**src/rtl/core/swm_pkg.sv**
```systemverilog
// shared constants and types for the sliding window maximum block
// no dependencies; compile first
package swm_pkg;

  localparam int WINDOW_MAX_DEF  = 64;
  localparam int SAMPLE_BITS_DEF = 16;

  // window size register
  localparam int             WS_BITS  = 7;
  localparam logic [WS_BITS-1:0] WS_RESET = 7'd3;

  // apb-style configuration port
  localparam int CFG_ADDR_BITS = 3;
  localparam int CFG_DATA_BITS = 32;

  // register index, taken from paddr above the byte offset
  localparam logic [0:0] REG_WINDOW_SIZE = 1'b0;

  // broadcast control for the row of queue cells
  typedef struct packed {
    logic load;   // an item updates the row this cycle
    logic start;  // the item begins a new sequence
    logic drop;   // front entry leaves, row moves one cell toward the front
  } cell_ctl_t;

endpackage

```
**src/rtl/core/swm_cell.sv**
```systemverilog
// one cell of the monotonic candidate queue: value, age and valid flag
// depends on swm_pkg
module swm_cell #(
  parameter int SAMPLE_BITS = 16,
  parameter int AGE_BITS    = 7
) (
  input  logic                          clk,
  input  logic                          rst_n,
  input  swm_pkg::cell_ctl_t            ctl,
  input  logic signed [SAMPLE_BITS-1:0] key,
  input  logic                          left_surv,
  output logic                          surv,
  // right neighbor, post-update and current views
  input  logic                          r_p_valid,
  input  logic        [SAMPLE_BITS-1:0] r_p_value,
  input  logic        [AGE_BITS-1:0]    r_p_age,
  input  logic                          r_c_valid,
  input  logic        [SAMPLE_BITS-1:0] r_c_value,
  input  logic        [AGE_BITS-1:0]    r_c_age,
  // this cell, post-update and current views
  output logic                          p_valid,
  output logic        [SAMPLE_BITS-1:0] p_value,
  output logic        [AGE_BITS-1:0]    p_age,
  output logic                          c_valid,
  output logic        [SAMPLE_BITS-1:0] c_value,
  output logic        [AGE_BITS-1:0]    c_age
);
  import swm_pkg::*;

  logic                   valid_r, valid_nxt;
  logic [SAMPLE_BITS-1:0] value_r, value_nxt;
  logic [AGE_BITS-1:0]    age_r, age_nxt;

  // entry survives if newer key is strictly smaller
  assign surv = valid_r && !ctl.start && !($signed(value_r) <= key);

  always_comb begin
    if (surv) begin
      p_valid = 1'b1;
      p_value = value_r;
      p_age   = age_r + AGE_BITS'(1);
    end else if (left_surv) begin
      // first free slot behind the survivors takes the new key
      p_valid = 1'b1;
      p_value = key;
      p_age   = '0;
    end else begin
      p_valid = 1'b0;
      p_value = value_r;
      p_age   = age_r;
    end
  end

  assign c_valid = valid_r;
  assign c_value = value_r;
  assign c_age   = age_r;

  always_comb begin
    priority if (ctl.load && ctl.drop) begin
      valid_nxt = r_p_valid;
      value_nxt = r_p_value;
      age_nxt   = r_p_age;
    end else if (ctl.load) begin
      valid_nxt = p_valid;
      value_nxt = p_value;
      age_nxt   = p_age;
    end else if (ctl.drop) begin
      valid_nxt = r_c_valid;
      value_nxt = r_c_value;
      age_nxt   = r_c_age;
    end else begin
      valid_nxt = valid_r;
      value_nxt = value_r;
      age_nxt   = age_r;
    end
  end

  always_ff @(posedge clk) begin
    if (!rst_n) begin
      valid_r <= 1'b0;
    end else begin
      valid_r <= valid_nxt;
    end
  end

  always_ff @(posedge clk) begin
    value_r <= value_nxt;
    age_r   <= age_nxt;
  end

endmodule

```
**config.mk**
```make
export PLATFORM = sky130hd
export DESIGN_NAME = swm_cell
export DESIGN_NICKNAME = d
export VERILOG_FILES = /design/src/rtl/core/swm_pkg.sv /design/src/rtl/core/swm_cell.sv
export SDC_FILE = /design/constraint.sdc
export NUM_CORES = 1
export LEC_CHECK = 0
export ABC_CLOCK_PERIOD_IN_PS = 3250
export BUFFER_PORTS_ARGS = -buffer_cell sky130_fd_sc_hd__buf_4
export CAP_MARGIN = 40
export CORE_ASPECT_RATIO = 0.75
export CORE_MARGIN = 3
export CORE_UTILIZATION = 45
export DETAILED_ROUTE_END_ITERATION = 6
export PLACE_DENSITY = 0.9
export RECOVER_POWER = 50
export SETUP_SLACK_MARGIN = 0.02
export SLEW_MARGIN = 15
export SYNTH_ARGS = -nofsm -noshare
export SYNTH_HDL_FRONTEND = slang
export SYNTH_SLANG_ARGS = --single-unit
export TNS_END_PERCENT = 50
```
**constraint.sdc**
```tcl
create_clock -name clk -period 3.25 [get_ports clk]
set_input_delay 0.1625 -clock clk [delete_from_list [all_inputs] [get_ports clk]]
set_output_delay 0.1625 -clock clk [all_outputs]
set_load 0.01 [all_outputs]
```
==> results of run 1 <==
==> worst min path at each step <==
stage,start,endpoint,slack (ns),cells past startpoint
2_1_floorplan,left_surv,c_valid,0.32,2
3_3_place_gp,rst_n,c_valid,0.45,3
3_5_place_dp,rst_n,c_valid,0.45,3
4_1_cts,rst_n,c_valid,0.17,3
5_1_grt,rst_n,c_valid,0.18,3
6_report,rst_n,c_valid,0.17,3
==> stage by stage <==
| step | hold slack, ns | instance area, um^2 | total power, mW |
|---|---|---|---|
| 6_report | 0.169 | 3070 | 1.02 |
| 2_1_floorplan | 0.316 | 2140 | 0.636 |
| 3_5_place_dp | 0.449 | 3100 | 0.862 |
| 3_3_place_gp | 0.447 | 3090 | 0.847 |
| 4_1_cts | 0.167 | 3150 | 1.04 |
| 5_1_grt | 0.181 | 3070 | 1.08 |
==> final cells by class <==
cell class | instances | area (um^2) | area share
Inverter | 25 | 93.8 | 0.0306
Timing Repair Buffer | 121 | 835 | 0.272
Clock buffer | 4 | 45.0 | 0.0147
Multi-Input combinational cell | 154 | 1310 | 0.428
Sequential cell | 24 | 711 | 0.232
Tap cell | 57 | 71.3 | 0.0232
==> cell usage after synthesis (all sizes together) (3+ instances only) <==
master	n	area, um^2
a21oi	7	35.0
a221o	20	200
a222oi	3	30.0
and3	25	156
clkbuf	8	30.0
edfxtp	23	691
ha	17	213
inv	25	93.8
mux2	17	229
nand2	9	33.8
nand2b	3	18.8
nand3	6	30.0
nand4	3	18.8
nor2	3	13.8
nor2b	3	18.8
nor3	7	46.3
o21ai	4	20.0
o21bai	3	22.5
==> layer usage <==
metal  GRT usage  part of all wire  vias up  wire length, um
met1       0.306              0.43     1047             2920
met5           0                 0        -                0
li1            -                 -     1063                -
met2       0.413              0.47       98             3200
met4      0.0435            0.0049        0               33
met3      0.0560             0.095        2              646
==> state kept, by name, summed over array words and instances, names as in the netlist <==
register / cells
c_age: 7
c_valid: 1
c_value: 16
==> kinds of logic (layout without fill, tap and decap cells) <==
kind of cell,count (synthesis),in the layout,share of synthesized area
flip-flops,24,24,0.331
AND/OR/NAND/NOR,66,66,0.185
multiplexers,19,19,0.116
buffers and inverters,35,150,0.0653
XOR/XNOR,1,1,0.00408
AO/OA/AOI/OAI,51,51,0.199
adder cells (fa/ha/maj),17,17,0.0992
==> critical path, delay by kind of cell (launching register included) <==
family / cells / cell delay [ns]
AO/OA/AOI/OAI: 3 / 0.72
multiplexers: 1 / 0.36
buffers and inverters: 2 / 0.35
adder cells (fa/ha/maj): 1 / 0.35
AND/OR/NAND/NOR: 2 / 0.40
flip-flops: 1 / 0.43
==> power by group <==
group          switching [mW]  total [mW]  leakage [nW]  internal, mW
Clock                  0.0990       0.187        0.0228        0.0877
Sequential             0.0344       0.415         0.249         0.381
Combinational           0.201       0.419          1.24         0.218
==> results.md, run 1 <==
Outcome:
- The flow ran to the end, but the final reports show violations.
- The checks that failed: max-capacitance violations, max-slew violations.

Route:
- The wire length per cell after detailed routing is 17.7 um.
- The number of DRC markers after the initial detailed-route iteration is 148.
- The routed wire length is 6800 um.
- Using the TritonRoute via totals, the vias-per-cell ratio works out to 5.74.
- The detailed-routing iteration count for the pre-antenna-repair pass is 4.
- In this run the remaining antenna-violating nets after routing total 0.
- The routed via count is 2210.
- After detailed routing, the number of remaining DRC violations is 0.

Critical path:
- The required time of the critical path is 3.09 ns.
- The data arrival time of the critical path is 2.88 ns.
- The startpoint of the worst setup timing path is c_value[15].
- The worst setup path is launched from a flop.
- The worst register-to-register path ends at c_value[15].
- The critical path goes through ha_1, nand4_1, o21bai_1, o21bai_1, o31a_2, nor3_4, buf_12, mux2_2, buf_4.
- The launch instance of the worst register-to-register path is c_value[15].
- The biggest cell delay along the critical path is 0.43 ns.
- The slowest stage of the critical path belongs to the cell sky130_fd_sc_hd__edfxtp_1.
- The depth of the most critical reg-to-reg path is 9.
- For flop-to-flop paths, the worst setup slack is 0.22 ns.
- Following the worst setup path forward leads to its endpoint at p_value[15].
- The most repeated library cell on the critical path is sky130_fd_sc_hd__o21bai_1.
- The endpoint class of the critical path is a primary output.
- The largest fanout on the critical path is 16.
- The start-to-end type of the worst setup path is reg -> out.

STA:
- The final hold violation count is 0.
- The clock arrives with 0.00464 ns of skew.
- The routed design could run at a clock period as short as 3.04 ns.
- Setup total negative slack on the finished layout was measured at 0 ns.
- Setup violations remaining at the end of the flow were counted as 0.
- The worst slew margin relative to its limit is -0.118.
- Setup repair after global routing left no endpoint under its margin.
- The slew at the pin closest to its max-slew limit is 1.68 ns.
- The number of max-slew violations in the final report is 24.
- The final worst-path cycle share is 0.937.
- The highest clock frequency the design can meet is 329 MHz.
- The worst-case setup margin in the final layout is 0.206 ns.

Die:
- During I/O placement, the number of pins put on the boundary was 119.
- In this run the core area contains 21 standard-cell rows.
- The die footprint is 5640 um^2.
- The placeable core region is 4520 um^2.
- The die is 85.7 um wide.
- The initial core utilization is 0.475.
- From bottom edge to top edge, the die measures 65.8 um.

Global routing:
- The initial antenna violation count is 0.
- The total routing usage reported by global routing is 0.238.
- The total grt overflow is 0.
- The first global-routing pass estimated 10500 um of wire.
- The pin count of the biggest net entering global routing is 27.
- The number of global-route vias before repair is 2161.

Clock network:
- The TritonCTS clock tree is built.
- The number of buffers inserted by post-CTS setup repair is 0.
- The worst-skew pair later-pin latency is 0.27 ns.
- The count of instances resized after the clock tree is built is 0.
- In this run the deepest clock path goes through 2 buffers.
- The clock edge transition at the registers on the reported setup and hold paths is 0.09 ns.
- The H-tree depth is 1.
- The quantity of hold-fixing buffers added after cts is 0.
- For this design, the sink count on the clock tree is 24.
- The clock root buffer is sky130_fd_sc_hd__clkbuf_8.
- The number of buffers created by CTS is 3.

Cells and area:
- The proportion of layout cells with a drive suffix above 1 is 0.387.
- The layout filler cell count is 380.
- The net count of the finished layout is 416.
- The share of the core filled with cells is 0.679.
- The final non-filler cell total is 385.
- From synthesis to final layout, the design area changed by 43.1%.
- The top cell types in the final layout, fill and taps aside, are sky130_fd_sc_hd__buf_4, sky130_fd_sc_hd__clkbuf_1, sky130_fd_sc_hd__and3_1.
- Leaving out fill and tap cells, the most frequent cell in the layout is sky130_fd_sc_hd__buf_4.
- The repair_antennas step left the layout with diodes totalling 0.

Synthesis:
- Counting flops with a built-in enable in the synthesized netlist gives 23.
- The part of the Yosys area used for sequential elements is 0.331.
- The total nets after synthesis is 300.
- The most common flop cell mapped by yosys is sky130_fd_sc_hd__edfxtp_1.
- The proportion of synthesized flip-flops having asynchronous set or reset is 0.
- The count of distinct cell types in the synthesized netlist is 46.
- Synthesis handed over a netlist of 213 instances.
- The count of synthesis-stage warnings from yosys is 0.
- The cell area that synthesis handed to floorplanning was 2140 um^2.
- The average instance in the mapped netlist occupies 10.1 um^2.
- The number of register bits inferred by synthesis is 24.

Placed design:
- OpenSTA, run right after detailed placement, puts the worst setup slack at 0.195 ns.
- In this run, placement finished with an instance count of 381.
- Buffers placed on the I/O ports in this run total 118.
- After legalization and detailed placement, the total HPWL measured 5270 um.
- The global placement routability congestion is 0.851.

Power and ir drop:
- Dividing total power by cell area gives a power density of 333 nW/um^2.
- In this run the static leakage power is 1.52 nW.
- VDD sags by at most 193 uV.

Flow run:
- The max capacitance violation total is 1.

Worst hold path:
- The class of the most critical hold timing path is in -> reg.
Power figures use the tool's default switching activity.
==> inputs of run 2 (changes only) <==
--- a/config.mk
+++ b/config.mk
@@ -5,6 +5,7 @@
 export SDC_FILE = /design/constraint.sdc
 export NUM_CORES = 1
 export LEC_CHECK = 0
+export ABC_AREA = 1
 export ABC_CLOCK_PERIOD_IN_PS = 3250
 export BUFFER_PORTS_ARGS = -buffer_cell sky130_fd_sc_hd__buf_4
 export CAP_MARGIN = 40
@@ -12,7 +13,7 @@
 export CORE_MARGIN = 3
 export CORE_UTILIZATION = 45
 export DETAILED_ROUTE_END_ITERATION = 6
-export PLACE_DENSITY = 0.9
+export PLACE_DENSITY = 0.86
 export RECOVER_POWER = 50
 export SETUP_SLACK_MARGIN = 0.02
 export SLEW_MARGIN = 15
==> run 2 against run 1 <==
Net effect:
- the flow now finishes without violations
- via count increased by 32%
- die area is 21% higher
- non-clock buffer count rose by 2
- sequential power increased by 1%
- core utilization decreased by 4.3 points
- cell count rose by 51%
- synthesized cell count up 89%
- largest cell class unchanged
- largest power group unchanged
==> results.md, run 2 <==
STA:
- The highest clock frequency the design can meet came to 362 MHz (+10%).
- The setup skew after layout is 0.00542 ns (+0.000778 ns).
- The number of max-slew violations in the final report is 0 (-100%).
- The final worst-path cycle share is 0.849 (-0.0873).
- Setup repair after global routing left no endpoint under its margin.
- The total negative slack for setup checks was 0 ns (unchanged).
- The total setup violations reported at the end of the flow is 0 (unchanged).
- The worst slew margin relative to its limit is 0.222 (+0.340).
- The minimum hold slack is 0.174 ns (+0.00513 ns).
- The slew at the pin closest to its max-slew limit is 1.17 ns (-0.510 ns).
- The time the final worst path needs with I/O delays and setup is 2.76 ns (-0.284 ns).
- The final hold violation count is 0 (unchanged).

Power and ir drop:
- The combinational fraction of design power is 0.433 (+0.022).
- The net switching power of the design was 0.444 mW (+33%).
- The internal power contribution is 0.763 mW (+11%).
- The largest voltage drop on the vdd net is 163 uV (-15%).
- The switching fraction of total power is 0.368 (+0.0400).
- The part of the total power dissipated in the clock network came to 0.219 (+0.036).
- The power density relative to cell area is 345 nW/um^2 (+3.8%).
- The relative contribution of sequential cells to total power came to 0.348 (-0.059).
- The leakage power is 1.90 nW (+26%).

Placed design:
- The estimated wirelength of the detail-placed design is 6260 um (+19%).
- The count of buffers from port buffering is 118 (unchanged).
- The global placement routability congestion is 0.876 (+2.9%).

Synthesis:
- The proportion of synthesized flip-flops having asynchronous set or reset is 0 (unchanged).
- The count of distinct cell types in the synthesized netlist was 27 (-41%).
- The count of synthesis-stage warnings from yosys is 0 (unchanged).
- In the post-synthesis netlist, the biggest area contributors are sky130_fd_sc_hd__edfxtp_1, sky130_fd_sc_hd__nand2_1, sky130_fd_sc_hd__nand2_2.
- The most used flip-flop cell after synthesis is sky130_fd_sc_hd__edfxtp_1.
- The part of the Yosys area used for sequential elements came to 0.270 (-0.0610).
- The synthesized area was 2630 um^2 (+23%).
- The top-area cell type share of the netlist area is 0.263 (-0.0593).
- The number of register bits inferred by synthesis was 24 (unchanged).
- The most common cell in the synthesized netlist is sky130_fd_sc_hd__nand2_1.
- The cell count after synthesis was 403 (+89%).
- The average cell area after synthesis came to 6.52 um^2 (-35%).
- The synthesized design spends more area on one cell type than any other, namely sky130_fd_sc_hd__edfxtp_1.
- The number of enable-type register cells in the synthesized netlist is 23 (unchanged).
- The total nets after synthesis is 490 (+63%).
- The commonest cells after synthesis are sky130_fd_sc_hd__nand2_1, sky130_fd_sc_hd__inv_1, sky130_fd_sc_hd__nand2_2, sky130_fd_sc_hd__nand3_1, sky130_fd_sc_hd__nand4_1.

Cells and area:
- In the layout the commonest cells are sky130_fd_sc_hd__nand2_1, sky130_fd_sc_hd__buf_4, sky130_fd_sc_hd__inv_1.
- The flip-flop count of the largest register after layout is 16 (unchanged).
- Leaving out fill and tap cells, the most frequent cell in the layout is sky130_fd_sc_hd__nand2_1.
- The area growth from synthesis to layout is 32.9%.
- The layout filler cell count is 521 (+37%).
- The post-layout net count is 596 (+43%).
- The total area of sequential cells is 711 um^2 (unchanged).
- The proportion of layout cells with a drive suffix above 1 is 0.295 (-0.0919).
- The area of combinational cells with multiple inputs is 1580 um^2 (+20%).
- The count of antenna diodes in the layout was 0 (unchanged).

Critical path:
- The slowest stage cell on the critical path is sky130_fd_sc_hd__edfxtp_1.
- The worst register-to-register path begins at c_value[15].
- The cell that appears most often on the critical path is sky130_fd_sc_hd__nand2_1.
- The biggest cell delay along the critical path is 0.48 ns (+0.05 ns).
- The critical path goes through ha_1, a21oi_1, o21ai_1, a21oi_1, nand2_1, nand2_2, nand3_4, nand2_1, nand2_1, buf_4.
- The data arrival time of the critical path is 2.60 ns (-0.28 ns).
- The worst setup slack for register-to-register paths is 0.74 ns (+0.52 ns).
- The depth of the most critical reg-to-reg path is 11 (+2).
- The required time of the critical path was 3.09 ns (about the same).
- The largest fanout on the critical path is 25 (+9).
- STA classifies the critical path endpoint as a primary output.
- The type of origin of the critical path is a flop.
- By startpoint and endpoint, the worst setup path is classified as reg -> out.
- The endpoint of the worst register-to-register path is c_value[15].

Clock network:
- The worst-skew pair later-pin latency is 0.27 ns (about the same).
- The quantity of hold-fixing buffers added after cts is 0 (unchanged).
- The maximum buffer depth of the clock tree is 2 (unchanged).
- The clock edge transition at the registers on the reported setup and hold paths was 0.08 ns (about the same).
- The number of buffers inserted by post-CTS setup repair is 0 (unchanged).
- The TritonCTS sink count is 24 (unchanged).
- The H-tree depth was 1 (unchanged).
- TritonCTS built the clock tree.
- The number of buffers created by CTS is 3 (unchanged).
- Clock tree synthesis selected as its root buffer the cell sky130_fd_sc_hd__clkbuf_8.
- The count of instances resized after the clock tree is built is 0 (unchanged).

Worst hold path:
- The worst hold path belongs to the class in -> reg.
- The worst hold path terminates at c_valid.
- The launch instance of the worst min-delay path is rst_n.
- The number of cells traversed by the worst hold path is 3 (unchanged).

Global routing:
- The total routing usage reported by global routing is 0.231 (-0.00749).
- The total grt overflow was 0 (unchanged).
- The number of global-route vias before repair is 2602 (+20%).
- The pin count of the biggest net entering global routing is 32 (+19%).
- The initial antenna violation count is 0 (unchanged).
- The first-pass GRT wire length is 12700 um (+21%).

Route:
- The routed via count is 2920 (+32%).
- The routed wire length came to 8000 um (+18%).
- The wire length per cell after detailed routing is 13.7 um (-22%).
- The number of nets still failing antenna checks after routing is 0 (unchanged).
- The DRC violations left is 0 (unchanged).
- The routed via count divided by cell count was 5.01 (-13%).
- The number of DRC markers after the initial detailed-route iteration came to 201 (+36%).
- The detailed-routing iteration count for the pre-antenna-repair pass is 4 (unchanged).

Die:
- The die extent in x is 94.3 um (+10%).
- The die footprint is 6800 um^2 (+21%).
- The placement row count was 23 (+9.5%).
- The height of the die is 72.2 um (+9.7%).
- The placeable core region came to 5500 um^2 (+22%).
- The count of boundary I/O pins was 119 (unchanged).
- The initial core utilization is 0.478 (+0.00373).

Flow run:
- The max capacitance violation total is 0 (-1).

Outcome:
- The run finished with clean final reports.
-- run 2: cell types whose count changed after synthesis, moves of 7 or more --
| cell | delta |
|---|---|
| sky130_fd_sc_hd__inv_1 | +31 |
| sky130_fd_sc_hd__nand4_1 | +22 |
| sky130_fd_sc_hd__and3_1 | -25 |
| sky130_fd_sc_hd__nand3_1 | +20 |
| sky130_fd_sc_hd__buf_2 | +7 |
| sky130_fd_sc_hd__o21ai_0 | +12 |
| sky130_fd_sc_hd__mux2_4 | -10 |
| sky130_fd_sc_hd__nand2_1 | +131 |
| sky130_fd_sc_hd__nor2_1 | +12 |
| sky130_fd_sc_hd__nand2_2 | +40 |
| sky130_fd_sc_hd__a221o_1 | -20 |
| sky130_fd_sc_hd__mux2_2 | -7 |
-- run 2: worst max-delay path by stage --
stage	startpoint	to	slack (ns)	cells after the start
4_1_cts	c_value[15]	p_age[6]	0.52	10
3_3_place_gp	c_value[15]	c_value[15]	0.86	12
3_5_place_dp	c_value[15]	c_value[15]	0.79	11
2_1_floorplan	c_value[15]	c_value[10]	1.13	12
6_report	c_value[15]	p_age[6]	0.49	10
5_1_grt	c_value[15]	p_age[0]	0.29	10
-- run 2: power groups by stage --
stage,combinational [mW],sequential [mW],clock [mW]
after floorplan,0.298,0.430,0
after global placement,0.531,0.423,0
after detailed placement,0.547,0.425,0
after CTS,0.550,0.418,0.269
after global routing,0.577,0.424,0.280
final,0.523,0.420,0.265
-- run 2: final cells by class --
type,instances,area share
multi-input cells,300,0.452
flip-flops and latches,24,0.203
repair buffers,123,0.236
inverters,57,0.0612
clock buffers,3,0.0118
clock inverters,1,0.00859
well taps,75,0.0269
-- run 2: metal layers --
metal | global-route usage | wire (um)
met5 | 0 | 0
met2 | 0.373 | 3690
met3 | 0.0218 | 532
met1 | 0.332 | 3650
met4 | 0.0577 | 131
-- run 2: cell families (layout without fill, tap and decap cells) --
group	count (synthesis)	count (layout)	synth area share
AND/OR/NAND/NOR	251	251	0.449
buffers and inverters	79	184	0.129
AO/OA/AOI/OAI	27	27	0.0543
flip-flops	24	24	0.270
adder cells (fa/ha/maj)	17	17	0.0809
XOR/XNOR	5	5	0.0167
-- run 2: critical path, delay by kind of cell (launching register included) --
kind                     cells  cell delay [ns]
buffers and inverters        1             0.16
AO/OA/AOI/OAI                3             0.48
adder cells (fa/ha/maj)      1             0.38
AND/OR/NAND/NOR              5             0.82
flip-flops                   1             0.48
-- run 2: metrics by stage --
step                      utilization  total power, mW  setup WS [ns]  std cells  area (um^2)
final                           0.636             1.21          0.490        583         3490
after global routing            0.636             1.28          0.289        583         3490
after CTS                       0.657             1.24          0.525        583         3610
after detailed placement        0.644            0.972          0.788        579         3540
after global placement          0.639            0.953          0.863        578         3510
after floorplan                     -            0.728           1.13        403         2630
==> inputs of run 3 (changes only) <==
--- a/config.mk
+++ b/config.mk
@@ -6,7 +6,7 @@
 export NUM_CORES = 1
 export LEC_CHECK = 0
 export ABC_AREA = 1
-export ABC_CLOCK_PERIOD_IN_PS = 3250
+export ABC_CLOCK_PERIOD_IN_PS = 2700
 export BUFFER_PORTS_ARGS = -buffer_cell sky130_fd_sc_hd__buf_4
 export CAP_MARGIN = 40
 export CORE_ASPECT_RATIO = 0.75
==> constraint.sdc (replaced) <==
create_clock -name clk -period 2.7 [get_ports clk]
set_input_delay 0.135 -clock clk [delete_from_list [all_inputs] [get_ports clk]]
set_output_delay 0.135 -clock clk [all_outputs]
set_load 0.01 [all_outputs]
==> run 3 against run 2 <==
Net effect:
- the flow now finishes with violations (design-rule violations)
- combinational power up 27%
- register-to-register slack worse by 0.40 ns
- non-clock buffer count up 7
- critical path depth up 1
- global-route usage about the same
- setup slack worse by 0.35 ns
- sequential power up 21%
- cell count up 1.4%
- clock skew down 0.00098 ns
- design area up 2.0%
- clock-buffer cell count up 1
==> results.md, run 3 (synthesis gave the netlist of run 2 again) <==
Cells and area:
- The count of antenna diodes in the layout was 0 (unchanged).
- The proportion of layout cells with a drive suffix above 1 is 0.306 (+0.0109).
- The most frequent standard cell in the layout excluding fill and tap cells is sky130_fd_sc_hd__nand2_1.
- The post-layout net count came to 604 (+1.3%).
- The flip-flop count of the largest register after layout is 16 (unchanged).
- The area growth from synthesis to layout is 35.6%.
- In the layout the commonest cells are sky130_fd_sc_hd__nand2_1, sky130_fd_sc_hd__buf_4, sky130_fd_sc_hd__inv_1.
- The final non-filler cell total is 591 (+1.4%).

Route:
- The detailed-routing iteration count for the pre-antenna-repair pass is 7 (+3).
- The DRC violations left is 1 (+1).
- The routed via count divided by cell count is 5.11 (+2.1%).
- The number of DRC markers after the initial detailed-route iteration is 252 (+25%).
- The wire length per cell after detailed routing is 14.1 um (+2.8%).
- The routed wire length came to 8340 um (+4.2%).
- The number of nets still failing antenna checks after routing came to 0 (unchanged).
- The routed via count came to 3021 (+3.5%).

Global routing:
- The total grt overflow is 0 (unchanged).
- The total routing usage reported by global routing is 0.230 (about the same).
- The pin count of the biggest net entering global routing came to 32 (unchanged).
- The initial antenna violation count is 0 (unchanged).
- The number of global-route vias before repair is 2707 (+4.0%).
- The first-pass GRT wire length was 12600 um (-0.93%).

Critical path:
- Walking the worst path, the cells encountered are ha_1, nand2_1, nor2_2, and2_4, nand2_2, nand3_4, nand3_4, buf_4, nand2_2, nand2_2, buf_4.
- The biggest cell delay along the critical path is 0.45 ns (-0.03 ns).
- The critical path in this run is classified as reg -> out.
- The required time of the critical path is 2.57 ns (-0.52 ns).
- The endpoint class of the critical path is a primary output.
- The data arrival time of the critical path was 2.43 ns (-0.17 ns).
- The depth of the most critical reg-to-reg path came to 12 (+1).
- Counting stages on the worst path, the most repeated cell is sky130_fd_sc_hd__nand2_2.
- The largest fanout on the critical path came to 12 (-52%).
- The worst setup path is launched from a flop.
- For this design, the slowest cell found on the critical path is sky130_fd_sc_hd__edfxtp_1.

Die:
- The placeable core region is 5500 um^2 (unchanged).
- The count of boundary I/O pins is 119 (unchanged).
- The height of the die is 72.2 um (unchanged).
- The initial core utilization is 0.478 (unchanged).
- The die footprint is 6800 um^2 (unchanged).
- The die extent in x is 94.3 um (unchanged).
- The placement row count is 23 (unchanged).

STA:
- The total negative slack for setup checks is 0 ns (unchanged).
- The setup skew after layout came to 0.00444 ns (-0.000981 ns).
- The total setup violations reported at the end of the flow is 0 (unchanged).
- The highest clock frequency the design can meet is 390 MHz.
- The number of max-slew violations in the final report is 0 (unchanged).
- Setup repair after global routing left no endpoint under its margin.
- The routed design could run at a clock period as short as 2.56 ns.
- The minimum hold slack was 0.167 ns (-0.00732 ns).
- The final hold violation count is 0 (unchanged).
- Of the available clock period, the critical path in the final layout requires 0.949.
- The worst-case setup margin in the final layout came to 0.138 ns (-0.352 ns).
- The slew at the pin closest to its max-slew limit is 1.32 ns (+0.155 ns).
- The worst slew margin relative to its limit is 0.118 (-0.104).

Power and ir drop:
- The leakage power is 1.93 nW (+1.3%).
- The overall power consumption is 1.39 mW (+15%).
- The largest voltage drop on the vdd net was 224 uV (+37%).
- The power density relative to cell area is 391 nW/um^2 (+13%).

Clock network:
- The clock root buffer is sky130_fd_sc_hd__clkbuf_8.
- The number of buffers created by CTS came to 3 (unchanged).
- The TritonCTS clock tree is built.
- The worst-skew pair later-pin latency was 0.27 ns (about the same).
- The maximum buffer depth of the clock tree is 2 (unchanged).
- The H-tree depth is 1 (unchanged).
- The TritonCTS sink count is 24 (unchanged).
- The clock edge transition at the registers on the reported setup and hold paths is 0.08 ns (about the same).

Worst hold path:
- The class of the most critical hold timing path is in -> reg.
- The number of cells traversed by the worst hold path is 3 (unchanged).

Placed design:
- The global placement routability congestion came to 0.908 (+3.6%).
- The number of cells in the design after placement came to 579 (unchanged).
- The estimated wirelength of the detail-placed design is 6250 um (-0.20%).
- The count of buffers from port buffering is 118 (unchanged).
- The setup slack at placement is 0.255 ns (-0.533 ns).

Flow run:
- The max capacitance violation total is 0 (unchanged).

Outcome:
- The run finished, with violations left.
- The checks that failed: design-rule violations.
run 3: metal layers:
metal	up-vias	GRT usage	wire [um]
met5	-	0	0
met4	0	0.0769	137
met3	17	0.0301	729
met2	149	0.376	3890
met1	1343	0.317	3580
li1	1512	-	-
run 3: worst max-delay path: cells and delay by family, from the launching register on:
| kind | cells | cell delay [ns] |
|---|---|---|
| and+or+nand+nor | 8 | 0.97 |
| adders and majority gates | 1 | 0.40 |
| DFF | 1 | 0.45 |
| buffers and inverters | 2 | 0.33 |
run 3: where the power goes:
group	internal (mW)	switching [mW]	total, mW	leakage, nW
clock network	0.106	0.119	0.224	0.0228
registers	0.459	0.0491	0.508	0.249
logic	0.280	0.382	0.662	1.66
run 3: through the flow:
| stage | utilization | cell area, um^2 |
|---|---|---|
| global placement | 0.641 | 3520 |
| CTS | 0.649 | 3570 |
| global route | 0.649 | 3560 |
| floorplan | - | 2630 |
| finish | 0.649 | 3560 |
| detailed placement | 0.641 | 3520 |
run 3: worst paths after layout:
path,end,from,slack (ns)
max,p_value[7],c_value[15],0.14
min,c_valid,rst_n,0.17
max reg2reg,c_value[7],c_value[15],0.34
min reg2reg,c_valid,c_valid,0.70
run 3: repair_timing:
action                                  CTS  global route
hold buffers                              0             0
endpoints found under the setup margin    1            26
buffers inserted                          0             7
gates resized for setup                   0             7
gates cloned                              0             1
pin swaps                                 1             1
run 3: area by class of cell:
class	count	area (um^2)
clock buffers	4	45.0
repair buffers	130	893
inverters	57	214
well taps	75	93.8
fillers	512	1930
flip-flops and latches	24	711
multi-input cells	301	1610
